--- src/rtl/adtb_pkg.sv ---
// Shared types and constants for the adaptive dual-threshold binarizer.
// No dependencies; used by the channel interfaces and the top level.
package adtb_pkg;

  localparam int unsigned PIX_W  = 8;
  localparam int unsigned LINE_W = 20;
  localparam int unsigned THR_W  = 16;
  localparam int unsigned ABS_W  = 21;   // |count - line| fits here
  localparam int unsigned Q_W    = 17;   // step magnitude in Q8.8

  // gray = (1868*B + 9617*G + 4899*R + 8192) >> 14
  localparam int unsigned GRAY_SUM_W = 23;
  localparam int unsigned GRAY_SHIFT = 14;
  localparam logic [GRAY_SUM_W-1:0] W_BLUE     = 23'd1868;
  localparam logic [GRAY_SUM_W-1:0] W_GREEN    = 23'd9617;
  localparam logic [GRAY_SUM_W-1:0] W_RED      = 23'd4899;
  localparam logic [GRAY_SUM_W-1:0] GRAY_ROUND = 23'd8192;

  // |d|*256/7000 = 32*|d|/875; reciprocal floor(2^26/875), result off by at most one
  localparam int unsigned RECIP_W     = 17;
  localparam int unsigned PROD_W      = ABS_W + RECIP_W;
  localparam int unsigned NUM_W       = ABS_W + 5;
  localparam logic [RECIP_W-1:0] RECIP = 17'd76695;
  localparam logic [NUM_W-1:0] DIV_SCALED = 26'd875;

  localparam logic [THR_W-1:0] BRIGHT_THR_RST = 16'd40960;  // 160.0
  localparam logic [THR_W-1:0] COLOR_THR_RST  = 16'd12800;  // 50.0
  localparam logic [LINE_W-1:0] BRIGHT_LINE_RST = 20'd5500;
  localparam logic [LINE_W-1:0] COLOR_LINE_RST  = 20'd4000;

  // Q8.8 clamp bounds
  localparam logic [THR_W-1:0] FULL_Q88       = 16'd65280;  // 255.0
  localparam logic [THR_W-1:0] BLUE_BRIGHT_LO = 16'd39680;  // 155.0
  localparam logic [THR_W-1:0] BLUE_BRIGHT_HI = 16'd42240;  // 165.0
  localparam logic [THR_W-1:0] BLUE_COLOR_LO  = 16'd7680;   // 30.0
  localparam logic [THR_W-1:0] BLUE_COLOR_HI  = 16'd12800;  // 50.0
  localparam logic [THR_W-1:0] RED_BRIGHT_LO  = 16'd38400;  // 150.0
  localparam logic [THR_W-1:0] RED_BRIGHT_HI  = 16'd39680;  // 155.0
  localparam logic [THR_W-1:0] RED_COLOR_LO   = 16'd10240;  // 40.0
  localparam logic [THR_W-1:0] RED_COLOR_HI   = 16'd15360;  // 60.0

  typedef enum logic [1:0] {
    REG_TARGET_BLUE = 2'd0,
    REG_BRIGHT_LINE = 2'd1,
    REG_COLOR_LINE  = 2'd2
  } reg_idx_e;

  typedef struct packed {
    logic [PIX_W-1:0] blue;
    logic [PIX_W-1:0] green;
    logic [PIX_W-1:0] red;
    logic             frame_end;
  } pix_t;

  typedef struct packed {
    logic             bright_bit;
    logic             color_bit;
    logic             frame_done;
    logic [THR_W-1:0] bright_level;
  } res_t;

  typedef struct packed {
    logic [1:0]        index;
    logic [LINE_W-1:0] value;
  } cfg_t;

endpackage

--- src/rtl/adtb_pix_if.sv ---
// Pixel input channel: valid/ready handshake carrying one BGR word.
// Depends on adtb_pkg.
interface adtb_pix_if;
  logic             valid;
  logic             ready;
  adtb_pkg::pix_t   data;
  modport source (output valid, output data, input ready);
  modport sink   (input valid, input data, output ready);
endinterface

--- src/rtl/adtb_res_if.sv ---
// Result output channel: valid/ready handshake carrying one result word.
// Depends on adtb_pkg.
interface adtb_res_if;
  logic             valid;
  logic             ready;
  adtb_pkg::res_t   data;
  modport source (output valid, output data, input ready);
  modport sink   (input valid, input data, output ready);
endinterface

--- src/rtl/adtb_cfg_if.sv ---
// Configuration write channel: valid/ready handshake carrying index and data.
// Depends on adtb_pkg.
interface adtb_cfg_if;
  logic             valid;
  logic             ready;
  adtb_pkg::cfg_t   data;
  modport source (output valid, output data, input ready);
  modport sink   (input valid, input data, output ready);
endinterface

--- src/rtl/adaptive_dual_threshold_binarizer.sv ---
// Results pass the input register, then the result register; a frame_end result waits for UPD_APPLY.
// Throughput: one pixel per cycle while res_o is ready. After a frame_end word the pixel stage holds
//   while the threshold update (reciprocal multiply + fix-up) runs.
// Reset (rst_ni, async, active low): thresholds to 160.0 / 50.0, counts to zero,
//   config to target blue, lines 5500 / 4000, pipeline empty.
// Depends on adtb_pkg and the adtb_*_if channel interfaces.
module adaptive_dual_threshold_binarizer #(
  parameter int unsigned MAX_FRAME_PIXELS = 1048576
) (
  input  logic       clk_i,
  input  logic       rst_ni,
  adtb_cfg_if.sink   cfg_i,
  adtb_pix_if.sink   pix_i,
  adtb_res_if.source res_o
);

  // Counts saturate at min(MAX_FRAME_PIXELS, 2^21-1)
  localparam int unsigned CNT_LIMIT =
    (MAX_FRAME_PIXELS < 2097151) ? MAX_FRAME_PIXELS : 2097151;
  localparam int unsigned CNT_W = $clog2(CNT_LIMIT + 1);
  localparam logic [CNT_W-1:0] CNT_MAX = CNT_W'(CNT_LIMIT);

  // Threshold update sequencer
  typedef enum logic [4:0] {
    UPD_IDLE  = 5'b00001,
    UPD_DIFF  = 5'b00010,  // register |count - line| and sign
    UPD_MUL   = 5'b00100,  // reciprocal multiply
    UPD_FIX   = 5'b01000,  // remainder check, exact quotient
    UPD_APPLY = 5'b10000   // add, clamp, write thresholds, release result
  } upd_st_e;

  // ---------------------------------------------------------------------------
  // Configuration registers
  // ---------------------------------------------------------------------------
  logic                          target_q;
  logic [adtb_pkg::LINE_W-1:0]   bright_line_q, color_line_q;

  assign cfg_i.ready = 1'b1;

  always_ff @(posedge clk_i or negedge rst_ni) begin
    if (!rst_ni) begin
      target_q      <= 1'b1;
      bright_line_q <= adtb_pkg::BRIGHT_LINE_RST;
      color_line_q  <= adtb_pkg::COLOR_LINE_RST;
    end else if (cfg_i.valid) begin
      unique case (cfg_i.data.index)
        adtb_pkg::REG_TARGET_BLUE: target_q      <= cfg_i.data.value[0];
        adtb_pkg::REG_BRIGHT_LINE: bright_line_q <= cfg_i.data.value;
        adtb_pkg::REG_COLOR_LINE:  color_line_q  <= cfg_i.data.value;
        default: ;  // unknown index: word dropped
      endcase
    end
  end

  // ---------------------------------------------------------------------------
  // State
  // ---------------------------------------------------------------------------
  logic                         in_v_q, in_v_d;
  adtb_pkg::pix_t               in_q;
  logic                         out_v_q, out_v_d;
  adtb_pkg::res_t               out_q, out_d;

  logic [adtb_pkg::THR_W-1:0]   bright_thr_q, bright_thr_d;
  logic [adtb_pkg::THR_W-1:0]   color_thr_q, color_thr_d;
  logic [CNT_W-1:0]             bright_cnt_q, bright_cnt_d;
  logic [CNT_W-1:0]             color_cnt_q, color_cnt_d;

  upd_st_e                      upd_st_q, upd_st_d;
  logic                         upd_tgt_q, upd_tgt_d;
  logic [CNT_W-1:0]             fin_b_q, fin_b_d, fin_c_q, fin_c_d;
  logic [adtb_pkg::ABS_W-1:0]   abs_b_q, abs_b_d, abs_c_q, abs_c_d;
  logic                         neg_b_q, neg_b_d, neg_c_q, neg_c_d;
  logic [adtb_pkg::PROD_W-1:0]  prod_b_q, prod_b_d, prod_c_q, prod_c_d;
  logic [adtb_pkg::Q_W-1:0]     q_b_q, q_b_d, q_c_q, q_c_d;

  // ---------------------------------------------------------------------------
  // Handshake: the compute stage fires when it holds a pixel, no update runs and the result slot is free
  // ---------------------------------------------------------------------------
  logic fire;
  assign fire        = in_v_q && (upd_st_q == UPD_IDLE) && (!out_v_q || res_o.ready);
  assign pix_i.ready = !in_v_q || fire;

  assign res_o.valid = out_v_q;
  assign res_o.data  = out_q;

  // ---------------------------------------------------------------------------
  // Per-pixel datapath
  // ---------------------------------------------------------------------------
  logic [adtb_pkg::GRAY_SUM_W-1:0] gray_sum;
  logic [adtb_pkg::PIX_W-1:0]      gray, src, cdiff;
  logic                            bbit, cbit;
  logic [CNT_W-1:0]                b_inc, c_inc;

  always_comb begin
    gray_sum = adtb_pkg::W_BLUE  * adtb_pkg::GRAY_SUM_W'(in_q.blue)
             + adtb_pkg::W_GREEN * adtb_pkg::GRAY_SUM_W'(in_q.green)
             + adtb_pkg::W_RED   * adtb_pkg::GRAY_SUM_W'(in_q.red)
             + adtb_pkg::GRAY_ROUND;
    gray  = gray_sum[adtb_pkg::GRAY_SHIFT +: adtb_pkg::PIX_W];
    src   = target_q ? in_q.blue : in_q.red;
    cdiff = (src > in_q.green) ? (src - in_q.green) : '0;
    bbit  = {gray, 8'd0}  > bright_thr_q;
    cbit  = {cdiff, 8'd0} > color_thr_q;
    b_inc = (bbit && (bright_cnt_q < CNT_MAX)) ? bright_cnt_q + 1'b1 : bright_cnt_q;
    c_inc = (cbit && (color_cnt_q  < CNT_MAX)) ? color_cnt_q  + 1'b1 : color_cnt_q;
  end

  // ---------------------------------------------------------------------------
  // Update helpers
  // ---------------------------------------------------------------------------
  // trunc toward zero of (count - line)*256/7000 is the signed floor of |d|
  function automatic logic [adtb_pkg::ABS_W:0] abs_diff(
    input logic [CNT_W-1:0]              cnt,
    input logic [adtb_pkg::LINE_W-1:0]   line
  );
    logic signed [adtb_pkg::ABS_W:0] d;
    logic        [adtb_pkg::ABS_W:0] mag;
    d   = $signed({1'b0, adtb_pkg::ABS_W'(cnt)}) - $signed({2'b00, line});
    mag = d[adtb_pkg::ABS_W] ? -d : d;
    return {d[adtb_pkg::ABS_W], mag[adtb_pkg::ABS_W-1:0]};
  endfunction

  function automatic logic [adtb_pkg::Q_W-1:0] fix_quot(
    input logic [adtb_pkg::PROD_W-1:0] prod,
    input logic [adtb_pkg::ABS_W-1:0]  mag
  );
    logic [adtb_pkg::Q_W-1:0]   q_est;
    logic [adtb_pkg::NUM_W-1:0] rem;
    q_est = prod[adtb_pkg::PROD_W-1 -: adtb_pkg::Q_W];
    rem   = {mag, 5'd0} - adtb_pkg::DIV_SCALED * adtb_pkg::NUM_W'(q_est);
    return (rem >= adtb_pkg::DIV_SCALED) ? q_est + 1'b1 : q_est;
  endfunction

  function automatic logic [adtb_pkg::THR_W-1:0] apply_step(
    input logic [adtb_pkg::THR_W-1:0] thr,
    input logic [adtb_pkg::Q_W-1:0]   q,
    input logic                       neg,
    input logic [adtb_pkg::THR_W-1:0] lo,
    input logic [adtb_pkg::THR_W-1:0] hi
  );
    logic signed [18:0] t;
    logic signed [18:0] qs;
    qs = $signed({2'b00, q});
    t  = $signed({3'b000, thr}) + (neg ? -qs : qs);
    if (t > $signed({3'b000, adtb_pkg::FULL_Q88})) t = $signed({3'b000, adtb_pkg::FULL_Q88});
    if (t < 0) t = '0;
    if (t > $signed({3'b000, hi})) t = $signed({3'b000, hi});
    if (t < $signed({3'b000, lo})) t = $signed({3'b000, lo});
    return t[adtb_pkg::THR_W-1:0];
  endfunction

  // ---------------------------------------------------------------------------
  // Next state
  // ---------------------------------------------------------------------------
  always_comb begin
    in_v_d       = in_v_q;
    out_v_d      = out_v_q;
    out_d        = out_q;
    bright_thr_d = bright_thr_q;
    color_thr_d  = color_thr_q;
    bright_cnt_d = bright_cnt_q;
    color_cnt_d  = color_cnt_q;
    upd_st_d     = upd_st_q;
    upd_tgt_d    = upd_tgt_q;
    fin_b_d      = fin_b_q;
    fin_c_d      = fin_c_q;
    abs_b_d      = abs_b_q;
    abs_c_d      = abs_c_q;
    neg_b_d      = neg_b_q;
    neg_c_d      = neg_c_q;
    prod_b_d     = prod_b_q;
    prod_c_d     = prod_c_q;
    q_b_d        = q_b_q;
    q_c_d        = q_c_q;

    // input register
    if (fire) in_v_d = 1'b0;
    if (pix_i.valid && pix_i.ready) in_v_d = 1'b1;

    // result register drains
    if (out_v_q && res_o.ready) out_v_d = 1'b0;

    if (fire) begin
      out_d.bright_bit   = bbit;
      out_d.color_bit    = cbit;
      out_d.frame_done   = in_q.frame_end;
      out_d.bright_level = bright_thr_q;
      if (in_q.frame_end) begin
        // result held back until the new threshold is known
        out_v_d      = 1'b0;
        fin_b_d      = b_inc;
        fin_c_d      = c_inc;
        upd_tgt_d    = target_q;
        bright_cnt_d = '0;
        color_cnt_d  = '0;
        upd_st_d     = UPD_DIFF;
      end else begin
        out_v_d      = 1'b1;
        bright_cnt_d = b_inc;
        color_cnt_d  = c_inc;
      end
    end

    unique case (upd_st_q)
      UPD_IDLE: ;
      UPD_DIFF: begin
        {neg_b_d, abs_b_d} = abs_diff(fin_b_q, bright_line_q);
        {neg_c_d, abs_c_d} = abs_diff(fin_c_q, color_line_q);
        upd_st_d = UPD_MUL;
      end
      UPD_MUL: begin
        prod_b_d = adtb_pkg::PROD_W'(abs_b_q) * adtb_pkg::PROD_W'(adtb_pkg::RECIP);
        prod_c_d = adtb_pkg::PROD_W'(abs_c_q) * adtb_pkg::PROD_W'(adtb_pkg::RECIP);
        upd_st_d = UPD_FIX;
      end
      UPD_FIX: begin
        q_b_d    = fix_quot(prod_b_q, abs_b_q);
        q_c_d    = fix_quot(prod_c_q, abs_c_q);
        upd_st_d = UPD_APPLY;
      end
      UPD_APPLY: begin
        if (upd_tgt_q) begin
          bright_thr_d = apply_step(bright_thr_q, q_b_q, neg_b_q,
                                    adtb_pkg::BLUE_BRIGHT_LO, adtb_pkg::BLUE_BRIGHT_HI);
          color_thr_d  = apply_step(color_thr_q, q_c_q, neg_c_q,
                                    adtb_pkg::BLUE_COLOR_LO, adtb_pkg::BLUE_COLOR_HI);
        end else begin
          bright_thr_d = apply_step(bright_thr_q, q_b_q, neg_b_q,
                                    adtb_pkg::RED_BRIGHT_LO, adtb_pkg::RED_BRIGHT_HI);
          color_thr_d  = apply_step(color_thr_q, q_c_q, neg_c_q,
                                    adtb_pkg::RED_COLOR_LO, adtb_pkg::RED_COLOR_HI);
        end
        out_d.bright_level = bright_thr_d;
        out_v_d            = 1'b1;
        upd_st_d           = UPD_IDLE;
      end
      default: upd_st_d = UPD_IDLE;
    endcase
  end

  // ---------------------------------------------------------------------------
  // Registers
  // ---------------------------------------------------------------------------
  always_ff @(posedge clk_i or negedge rst_ni) begin
    if (!rst_ni) begin
      in_v_q       <= 1'b0;
      out_v_q      <= 1'b0;
      bright_thr_q <= adtb_pkg::BRIGHT_THR_RST;
      color_thr_q  <= adtb_pkg::COLOR_THR_RST;
      bright_cnt_q <= '0;
      color_cnt_q  <= '0;
      upd_st_q     <= UPD_IDLE;
    end else begin
      in_v_q       <= in_v_d;
      out_v_q      <= out_v_d;
      bright_thr_q <= bright_thr_d;
      color_thr_q  <= color_thr_d;
      bright_cnt_q <= bright_cnt_d;
      color_cnt_q  <= color_cnt_d;
      upd_st_q     <= upd_st_d;
    end
  end

  // payload, no reset
  always_ff @(posedge clk_i) begin
    if (pix_i.valid && pix_i.ready) in_q <= pix_i.data;
    out_q     <= out_d;
    upd_tgt_q <= upd_tgt_d;
    fin_b_q   <= fin_b_d;
    fin_c_q   <= fin_c_d;
    abs_b_q   <= abs_b_d;
    abs_c_q   <= abs_c_d;
    neg_b_q   <= neg_b_d;
    neg_c_q   <= neg_c_d;
    prod_b_q  <= prod_b_d;
    prod_c_q  <= prod_c_d;
    q_b_q     <= q_b_d;
    q_c_q     <= q_c_d;
  end

  // ---------------------------------------------------------------------------
  // Assertions
  // ---------------------------------------------------------------------------
  a_no_fire_busy: assert property (@(posedge clk_i) disable iff (!rst_ni)
    (upd_st_q != UPD_IDLE) |-> !fire)
    else $error("pixel stage fired during threshold update");

  a_frame_end_starts_upd: assert property (@(posedge clk_i) disable iff (!rst_ni)
    (fire && in_q.frame_end) |=> (upd_st_q == UPD_DIFF) && !out_v_q)
    else $error("frame end did not start the update");

  a_cnt_limit: assert property (@(posedge clk_i) disable iff (!rst_ni)
    (bright_cnt_q <= CNT_MAX) && (color_cnt_q <= CNT_MAX))
    else $error("count beyond saturation limit");

  a_bright_window: assert property (@(posedge clk_i) disable iff (!rst_ni)
    (bright_thr_q >= adtb_pkg::RED_BRIGHT_LO) && (bright_thr_q <= adtb_pkg::BLUE_BRIGHT_HI))
    else $error("brightness threshold outside clamp windows");

  a_color_window: assert property (@(posedge clk_i) disable iff (!rst_ni)
    (color_thr_q >= adtb_pkg::BLUE_COLOR_LO) && (color_thr_q <= adtb_pkg::RED_COLOR_HI))
    else $error("colour threshold outside clamp windows");

endmodule
--- src/flat_wrapper.sv ---
// flat-port wrapper written by rule: the top's interface ports become plain ports
module adaptive_dual_threshold_binarizer_flat 
#(
  parameter int unsigned MAX_FRAME_PIXELS = 1048576
)
  (clk_i, rst_ni, cfg_i_valid, cfg_i_data, cfg_i_ready, pix_i_valid, pix_i_data, pix_i_ready, res_o_valid, res_o_data, res_o_ready);
  adtb_cfg_if cfg_i_i ();
  adtb_pix_if pix_i_i ();
  adtb_res_if res_o_i ();
  input  logic clk_i;
  input  logic rst_ni;
  input wire logic [$bits(cfg_i_i.valid)-1:0] cfg_i_valid;
  input wire logic [$bits(cfg_i_i.data)-1:0] cfg_i_data;
  output wire logic [$bits(cfg_i_i.ready)-1:0] cfg_i_ready;
  input wire logic [$bits(pix_i_i.valid)-1:0] pix_i_valid;
  input wire logic [$bits(pix_i_i.data)-1:0] pix_i_data;
  output wire logic [$bits(pix_i_i.ready)-1:0] pix_i_ready;
  output wire logic [$bits(res_o_i.valid)-1:0] res_o_valid;
  output wire logic [$bits(res_o_i.data)-1:0] res_o_data;
  input wire logic [$bits(res_o_i.ready)-1:0] res_o_ready;
  assign cfg_i_i.valid = cfg_i_valid;
  assign cfg_i_i.data = cfg_i_data;
  assign cfg_i_ready = cfg_i_i.ready;
  assign pix_i_i.valid = pix_i_valid;
  assign pix_i_i.data = pix_i_data;
  assign pix_i_ready = pix_i_i.ready;
  assign res_o_valid = res_o_i.valid;
  assign res_o_data = res_o_i.data;
  assign res_o_i.ready = res_o_ready;
  adaptive_dual_threshold_binarizer #(.MAX_FRAME_PIXELS(MAX_FRAME_PIXELS)) u_core (.clk_i(clk_i), .rst_ni(rst_ni), .cfg_i(cfg_i_i), .pix_i(pix_i_i), .res_o(res_o_i));
endmodule
--- config.mk ---
export PLATFORM = sky130hd
export DESIGN_NAME = adaptive_dual_threshold_binarizer_flat
export DESIGN_NICKNAME = d
export VERILOG_FILES = /design/src/rtl/adtb_pkg.sv /design/src/rtl/adtb_pix_if.sv /design/src/rtl/adtb_res_if.sv /design/src/rtl/adtb_cfg_if.sv /design/src/rtl/adaptive_dual_threshold_binarizer.sv /design/src/flat_wrapper.sv
export SDC_FILE = /design/constraint.sdc
export NUM_CORES = 2
export LEC_CHECK = 0
export BUFFER_PORTS_ARGS = -buffer_cell sky130_fd_sc_hd__buf_4
export CORE_MARGIN = 4
export CORE_UTILIZATION = 45
export DETAILED_ROUTE_END_ITERATION = 10
export GPL_TIMING_DRIVEN = 0
export PLACE_DENSITY = 0.64
export RECOVER_POWER = 100
export SYNTH_ARGS = -nofsm -noshare
export SYNTH_HDL_FRONTEND = slang
export SYNTH_SLANG_ARGS = --single-unit
--- constraint.sdc ---
create_clock -name clk_i -period 20.2 [get_ports clk_i]
set_clock_uncertainty 0.15 [all_clocks]
set_input_delay 1.01 -clock clk_i [delete_from_list [all_inputs] [get_ports clk_i]]
set_output_delay 1.01 -clock clk_i [all_outputs]
set_load 0.05 [all_outputs]
# Word level (Yosys, flattened, before mapping)
# Cells that the tools add are included.
op_classes:
  mux: 63
  magnitude_cmp: 21
  reduce_logical: 19
  eq_ne: 9
  n_mul: 7
  add_sub_neg: 18
op_table:
  columns: ["cell", "n"]
  rows:
  - ["two-way mux 19 bit", 36]
  - ["two-way mux 16 bit", 8]
  - ["two-way mux 21 bit", 6]
  - ["greater-than comparator 19 x 17 -> 1 bit (second input constant)", 4]
  - ["less-than comparator 19 x 1 -> 1 bit (second input constant)", 4]
  - ["multiplier 21 x 17 -> 38 bit (second input constant)", 2]
  - ["greater-or-equal comparator 26 x 10 -> 1 bit (second input constant)", 2]
  - ["multiplier 10 x 17 -> 26 bit (first input constant)", 2]
  - ["subtractor 26 bit", 2]
  - ["subtractor 21 x 20 -> 22 bit", 2]
  - ["adder 21 x 1 -> 21 bit (second input constant)", 2]
  - ["less-than comparator 21 bit (second input constant)", 2]
  - ["negator 21 bit", 2]
  - ["adder 17 x 19 -> 19 bit", 2]
  - ["greater-than comparator 19 x 15 -> 1 bit (second input constant)", 2]
  - ["less-than comparator 19 x 17 -> 1 bit (second input constant)", 2]
  - ["negator 17 -> 19 bit", 2]
  - ["adder 17 x 1 -> 17 bit (second input constant)", 2]
  - ["two-way mux 17 bit", 2]
  - ["greater-than comparator 16 bit", 2]
  - ["adder 19 x 22 -> 22 bit", 1]
  - ["adder 22 x 14 -> 22 bit (second input constant)", 1]
  - ["adder 22 x 21 -> 22 bit", 1]
  - ["multiplier 14 x 8 -> 22 bit (first input constant)", 1]
  - ["25 further kinds", 45]
totals:
  regBits: 363
  wordCells: 166
  out_inout_bits: 22
  in_bits: 52

# Logic depth before layout (Yosys ltp)
logic_depth:
  depth_word: 19
  depth_mapped: 41
  mapped_depth_nobuf: 40

# Worst setup path after synthesis
# No wires, ideal clock.
synth_path:
  kind: "register to register"
  from: "register u_core.in_q[22] in the netlist's numbering"
  to: "register u_core.fin_b_q[18] (data pin)"
  setup_slack_ns: 10.699
  arrival_time_ns: 9.093
  stages_incl_launch_ff: 40
  synth_period_minus_slack_ns: 9.501
  path_buffers: 0
  path_cell_list: "edfxtp_1 > ha_1 > ha_1 > inv_1 > fa_1 > fa_1 > inv_1 > ha_1 > nor3b_1 > o21ai_0 > a21oi_1 > o21a_1 > o21ai_0 > a21boi_0 > nor2_1 > ha_1 > ha_1 > fa_1 > [... 4 more ...] > ha_1 > nor4_1 > o2111a_1 > o31ai_1 > a31oi_1 > o21ai_0 > a41oi_1 > nand2b_1 > a21oi_1 > xnor2_1 > ha_1 > nand4_1 > nor2_1 > nand3_1 > inv_1 > nor4b_1 > nand4_1 > xnor2_1"
synth_via:
  elab_chain_len: 7
synth_rtl:
  columns: ["item", "line", "text"]
  rows:
  - ["start, declared", "adaptive_dual_threshold_binarizer.sv:59", "adtb_pkg::pix_t in_q;"]
  - ["start signal, assigned", "adaptive_dual_threshold_binarizer.sv:266", "if (pix_i.valid && pix_i.ready) in_q <= pix_i.data;"]
  - ["multiplier 9 x 8 -> 17 bit", "adaptive_dual_threshold_binarizer.sv:95", "gray_sum = adtb_pkg::W_BLUE * adtb_pkg::GRAY_SUM_W'(in_q.blue)"]
  - ["adder 19 x 22 -> 22 bit", "adaptive_dual_threshold_binarizer.sv:96", "+ adtb_pkg::W_GREEN * adtb_pkg::GRAY_SUM_W'(in_q.green)"]
  - ["adder 22 x 21 -> 22 bit", "adaptive_dual_threshold_binarizer.sv:97", "+ adtb_pkg::W_RED * adtb_pkg::GRAY_SUM_W'(in_q.red)"]
  - ["adder 22 x 14 -> 22 bit", "adaptive_dual_threshold_binarizer.sv:98", "+ adtb_pkg::GRAY_ROUND;"]
  - ["greater-than comparator 16 bit", "adaptive_dual_threshold_binarizer.sv:102", "bbit = {gray, 8'd0} > bright_thr_q;"]
  - ["logical AND 1 bit", "adaptive_dual_threshold_binarizer.sv:104", "b_inc = (bbit && (bright_cnt_q < CNT_MAX)) ? bright_cnt_q + 1'b1 : bright_cnt_q;"]
  - ["two-way mux 21 bit", "adaptive_dual_threshold_binarizer.sv:104", null]
  - ["named net u_core.b_inc[18]", "adaptive_dual_threshold_binarizer.sv:92", "logic [CNT_W-1:0] b_inc, c_inc;"]
  - ["end signal, assigned", "adaptive_dual_threshold_binarizer.sv:269", "fin_b_q <= fin_b_d;"]
  - ["end, declared", "adaptive_dual_threshold_binarizer.sv:70", "logic [CNT_W-1:0] fin_b_q, fin_b_d, fin_c_q, fin_c_d;"]
# The timed path passes the listed nets, and every way through them passes these cells.
# A chain may end at the register's enable or synchronous reset.

# Final worst setup path
layout_path:
  from: "register u_core.in_q[22] in the netlist's numbering"
  to: "register u_core.fin_b_q[11] (data pin)"
# Same word-level chain as after synthesis.

==> run_results.csv <==
group,metric,value,unit
cells_and_area,final_layout_size_suffix_gt1_share,4.939,%
clock_tree,cts-root-buf,"clkbuf_16",
drt,dr.pass1.iters,5,
global_routing,grt_overflow,0,
clock_tree,cts_resized,0,
worst_setup_path,crit_top_cell,"ha_1",
worst_setup_path,cp.required,20.44,ns
timing,min_period,11.76,ns
outcome,violations,"max-capacitance violations, max-slew violations",
synthesis,ys.flop_type,"edfxtp_1",
timing,finalSetupTns,0,ns
floorplanning,die_y,326.0,µm
timing,finalSetupViolCount,0,
cells_and_area,seqCellArea,9055,µm²
global_routing,antenna_found_initial,1,
synthesis,yosysUniqueCellTypes,107,
worst_setup_path,max_stage_delay,1.12,ns
global_routing,grt_max_degree,86,
synthesis,syn_nets,5850,
floorplanning,io_pins,74,
placement,dp_hpwl,91.47,mm
worst_setup_path,cp-start-kind,"register",
floorplanning,start_util,45.38,%
drt,wl_met2,50.53,mm
drt,drt-total-wl,109.1,mm
drt,top_layer,"met4",
cells_and_area,nNetsFinal,5967,
floorplanning,fp-row-count,116,
min_path,hp-class,"reg -> reg",
timing,slew_headroom,-220.5,%
floorplanning,dieArea,106300,µm²
cells_and_area,multi_input_area,32320,µm²
worst_setup_path,critPathKind,"reg -> reg",
clock_tree,clk_pin_slew_worst_paths,0.06,ns
timing,finalHoldViolCount,0,
cells_and_area,layout_commonest_cell,"inv_1",
synthesis,synthesis.area,45510,µm²
synthesis,synth_edf_count,199,
worst_setup_path,worst_ep_arrival_time,12.00,ns
clock_tree,cts_sinks,321,
cells_and_area,areaGrowthSynthToFinish,7.450,%
clock_tree,postCtsSetupBuffers,0,
global_routing,grtUsageTotal,20.73,%
cells_and_area,mostFrequentLayoutCells,"inv_1 (1,008), ha_1 (721), fa_1 (546)",
synthesis,yosysSeqAreaShare,19.89,%
clock_tree,numCtsBuffers,37,
worst_setup_path,cp_max_fo,8,
drt,drt-vias-per-instance,5.385,
clock_tree,clockBufferDepth,3,
drt,wl_met1,50.61,mm
drt,drt_drc_violations_left,0,
clock_tree,cts_hold_buf,0,
global_routing,grt_first_pass_wirelength,177.2,mm
floorplanning,core_area,100300,µm²
timing,period_share,58.22,%
outcome,status,"complete, but fails checks",
flow_run,drv_cap,5,
drt,route.antenna.remaining_nets,0,
placement,portBuffers,72,
timing,worst_pin_slew,4.807,ns
drt,wl_per_cell,18.08,µm
worst_setup_path,endpoint_kind,"register",
synthesis,postSynth.asyncResetShare,38.01,%
drt,vias,32498,
timing,fmax,85.04,MHz
synthesis,ys_warn_count,0,
drt,wl_met3,4.911,mm
synthesis,syn_inst,4531,
synthesis,syn_avg_cell_area,10.04,µm²
clock_tree,htreeDepth,2,
cells_and_area,fill_cells,9345,
floorplanning,die_w,326.0,µm
drt,drtIter0Drc,1804,
worst_setup_path,slowest_stage,"nor4b_1",
placement,gp_congestion,0.8819,
timing,drv_slew,210,
synthesis,synth_seq_cells,321,
timing,rsz0062_at_grt,"no",
clock_tree,clock_latency,0.59,ns
clock_tree,tritoncts,"done",
global_routing,grt_pass1_vias,33140,
-- Yosys cell counts, types with 25 or more instances --
cell / n / area [µm²]
inv_1: 1008 / 3784
ha_1: 721 / 9021
fa_1: 546 / 10930
edfxtp_1: 199 / 5976
xnor2_1: 191 / 1673
nand2_1: 179 / 671.9
o21ai_0: 157 / 785.8
nor2_1: 144 / 540.5
a21oi_1: 138 / 690.7
dfrtp_1: 101 / 2527
a21o_1: 83 / 623.1
xor2_1: 73 / 639.4
nand3_1: 63 / 315.3
nor3_1: 61 / 305.3
clkbuf_1: 56 / 210.2
mux2_2: 54 / 608.1
and3_1: 49 / 306.5
o31ai_1: 41 / 307.8
nand4_1: 38 / 237.7
a31oi_1: 36 / 225.2
o21a_1: 36 / 270.3
a211oi_1: 30 / 225.2
and2_1: 27 / 168.9
nor2b_1: 26 / 162.7
nor4_1: 26 / 162.7
or2_2: 25 / 156.4
-- flip-flops by register name, indices dropped and copies added, names as in the netlist, 5 cells and up --
register,count
u_core.abs_b_q,21
u_core.abs_c_q,21
u_core.bright_cnt_q,21
u_core.bright_line_q,20
u_core.bright_thr_q,16
u_core.color_cnt_q,21
u_core.color_line_q,20
u_core.color_thr_q,16
u_core.fin_b_q,21
u_core.fin_c_q,21
u_core.in_q,25
u_core.prod_b_q,17
u_core.prod_c_q,17
u_core.q_b_q,17
u_core.q_c_q,17
u_core.res_o.data,19
u_core.upd_st_q,5
-- final cells by class --
class / instances / area share (%)
Buffer: 66 / 0.5194
Clock buffer: 46 / 2.044
Timing Repair Buffer: 78 / 0.9594
Clock inverter: 22 / 0.6498
Sequential cell: 321 / 18.52
Inverter: 1009 / 7.744
Tap cell: 1357 / 3.472
Antenna cell: 1 / 0.005117
Multi-Input combinational cell: 3135 / 66.09
-- metrics by stage --
stage / util [%] / setup slack, ns / hold slack [ns] / cells / instance area [µm²]
CTS: 49.05 / 8.410 / 0.1657 / 6033 / 49190
global placement: 47.61 / 8.543 / 0.3385 / 5960 / 47750
global route: 48.76 / 7.694 / 0.3673 / 6034 / 48900
floorplan: - / 10.70 / 0.2979 / 4531 / 45510
detailed placement: 47.74 / 8.435 / 0.3433 / 5965 / 47870
finish: 48.76 / 8.441 / 0.3529 / 6035 / 48900
-- worst max-delay path, delay by kind of cell, from the launching register on --
kind | cells | cell delay, ns
AO/OA/AOI/OAI | 11 | 2.32
XOR/XNOR | 2 | 0.49
adder cells (fa/ha/maj) | 12 | 4.62
buffers and inverters | 5 | 0.41
flip-flops | 1 | 0.57
AND/OR/NAND/NOR | 9 | 2.99
-- path summary, 6_finish.rpt --
check	startpoint	endpoint	slack [ns]	depth (start not counted)
worst min register to register	u_core.color_line_q[17]	u_core.color_line_q[17]	0.35	1
max in group asynchronous	rst_ni	u_core.bright_thr_q[1]	13.40	2
worst min-delay path	u_core.color_line_q[17]	u_core.color_line_q[17]	0.35	1
worst max register to register	u_core.in_q[22]	u_core.fin_b_q[11]	8.44	39
min in group asynchronous	rst_ni	u_core.color_line_q[12]	0.92	1
worst max-delay path	u_core.in_q[22]	u_core.fin_b_q[11]	8.44	39
-- cell families (layout without fill, tap and decap cells) --
logic type               count (synthesis)  in the layout  synth area share, %
flip-flops                             321            321                19.89
other                                    1              2             0.008239
multiplexers                            69             69                1.666
AND/OR/NAND/NOR                        766            766                8.954
buffers and inverters                 1075           1221                8.899
adder cells (fa/ha/maj)               1267           1267                43.84
XOR/XNOR                               264            264                5.080
AO/OA/AOI/OAI                          768            768                11.66
-- layer usage --
metal | vias up | global-route usage [%]
li1 | 15537 | -
met1 | 16145 | 29.37
met2 | 678 | 33.90
met3 | 138 | 2.398
met4 | 0 | 5.412
met5 | - | 0
Power is not shown: default switching activity piles up to over one toggle a cycle in this logic, so the estimate is an artifact.
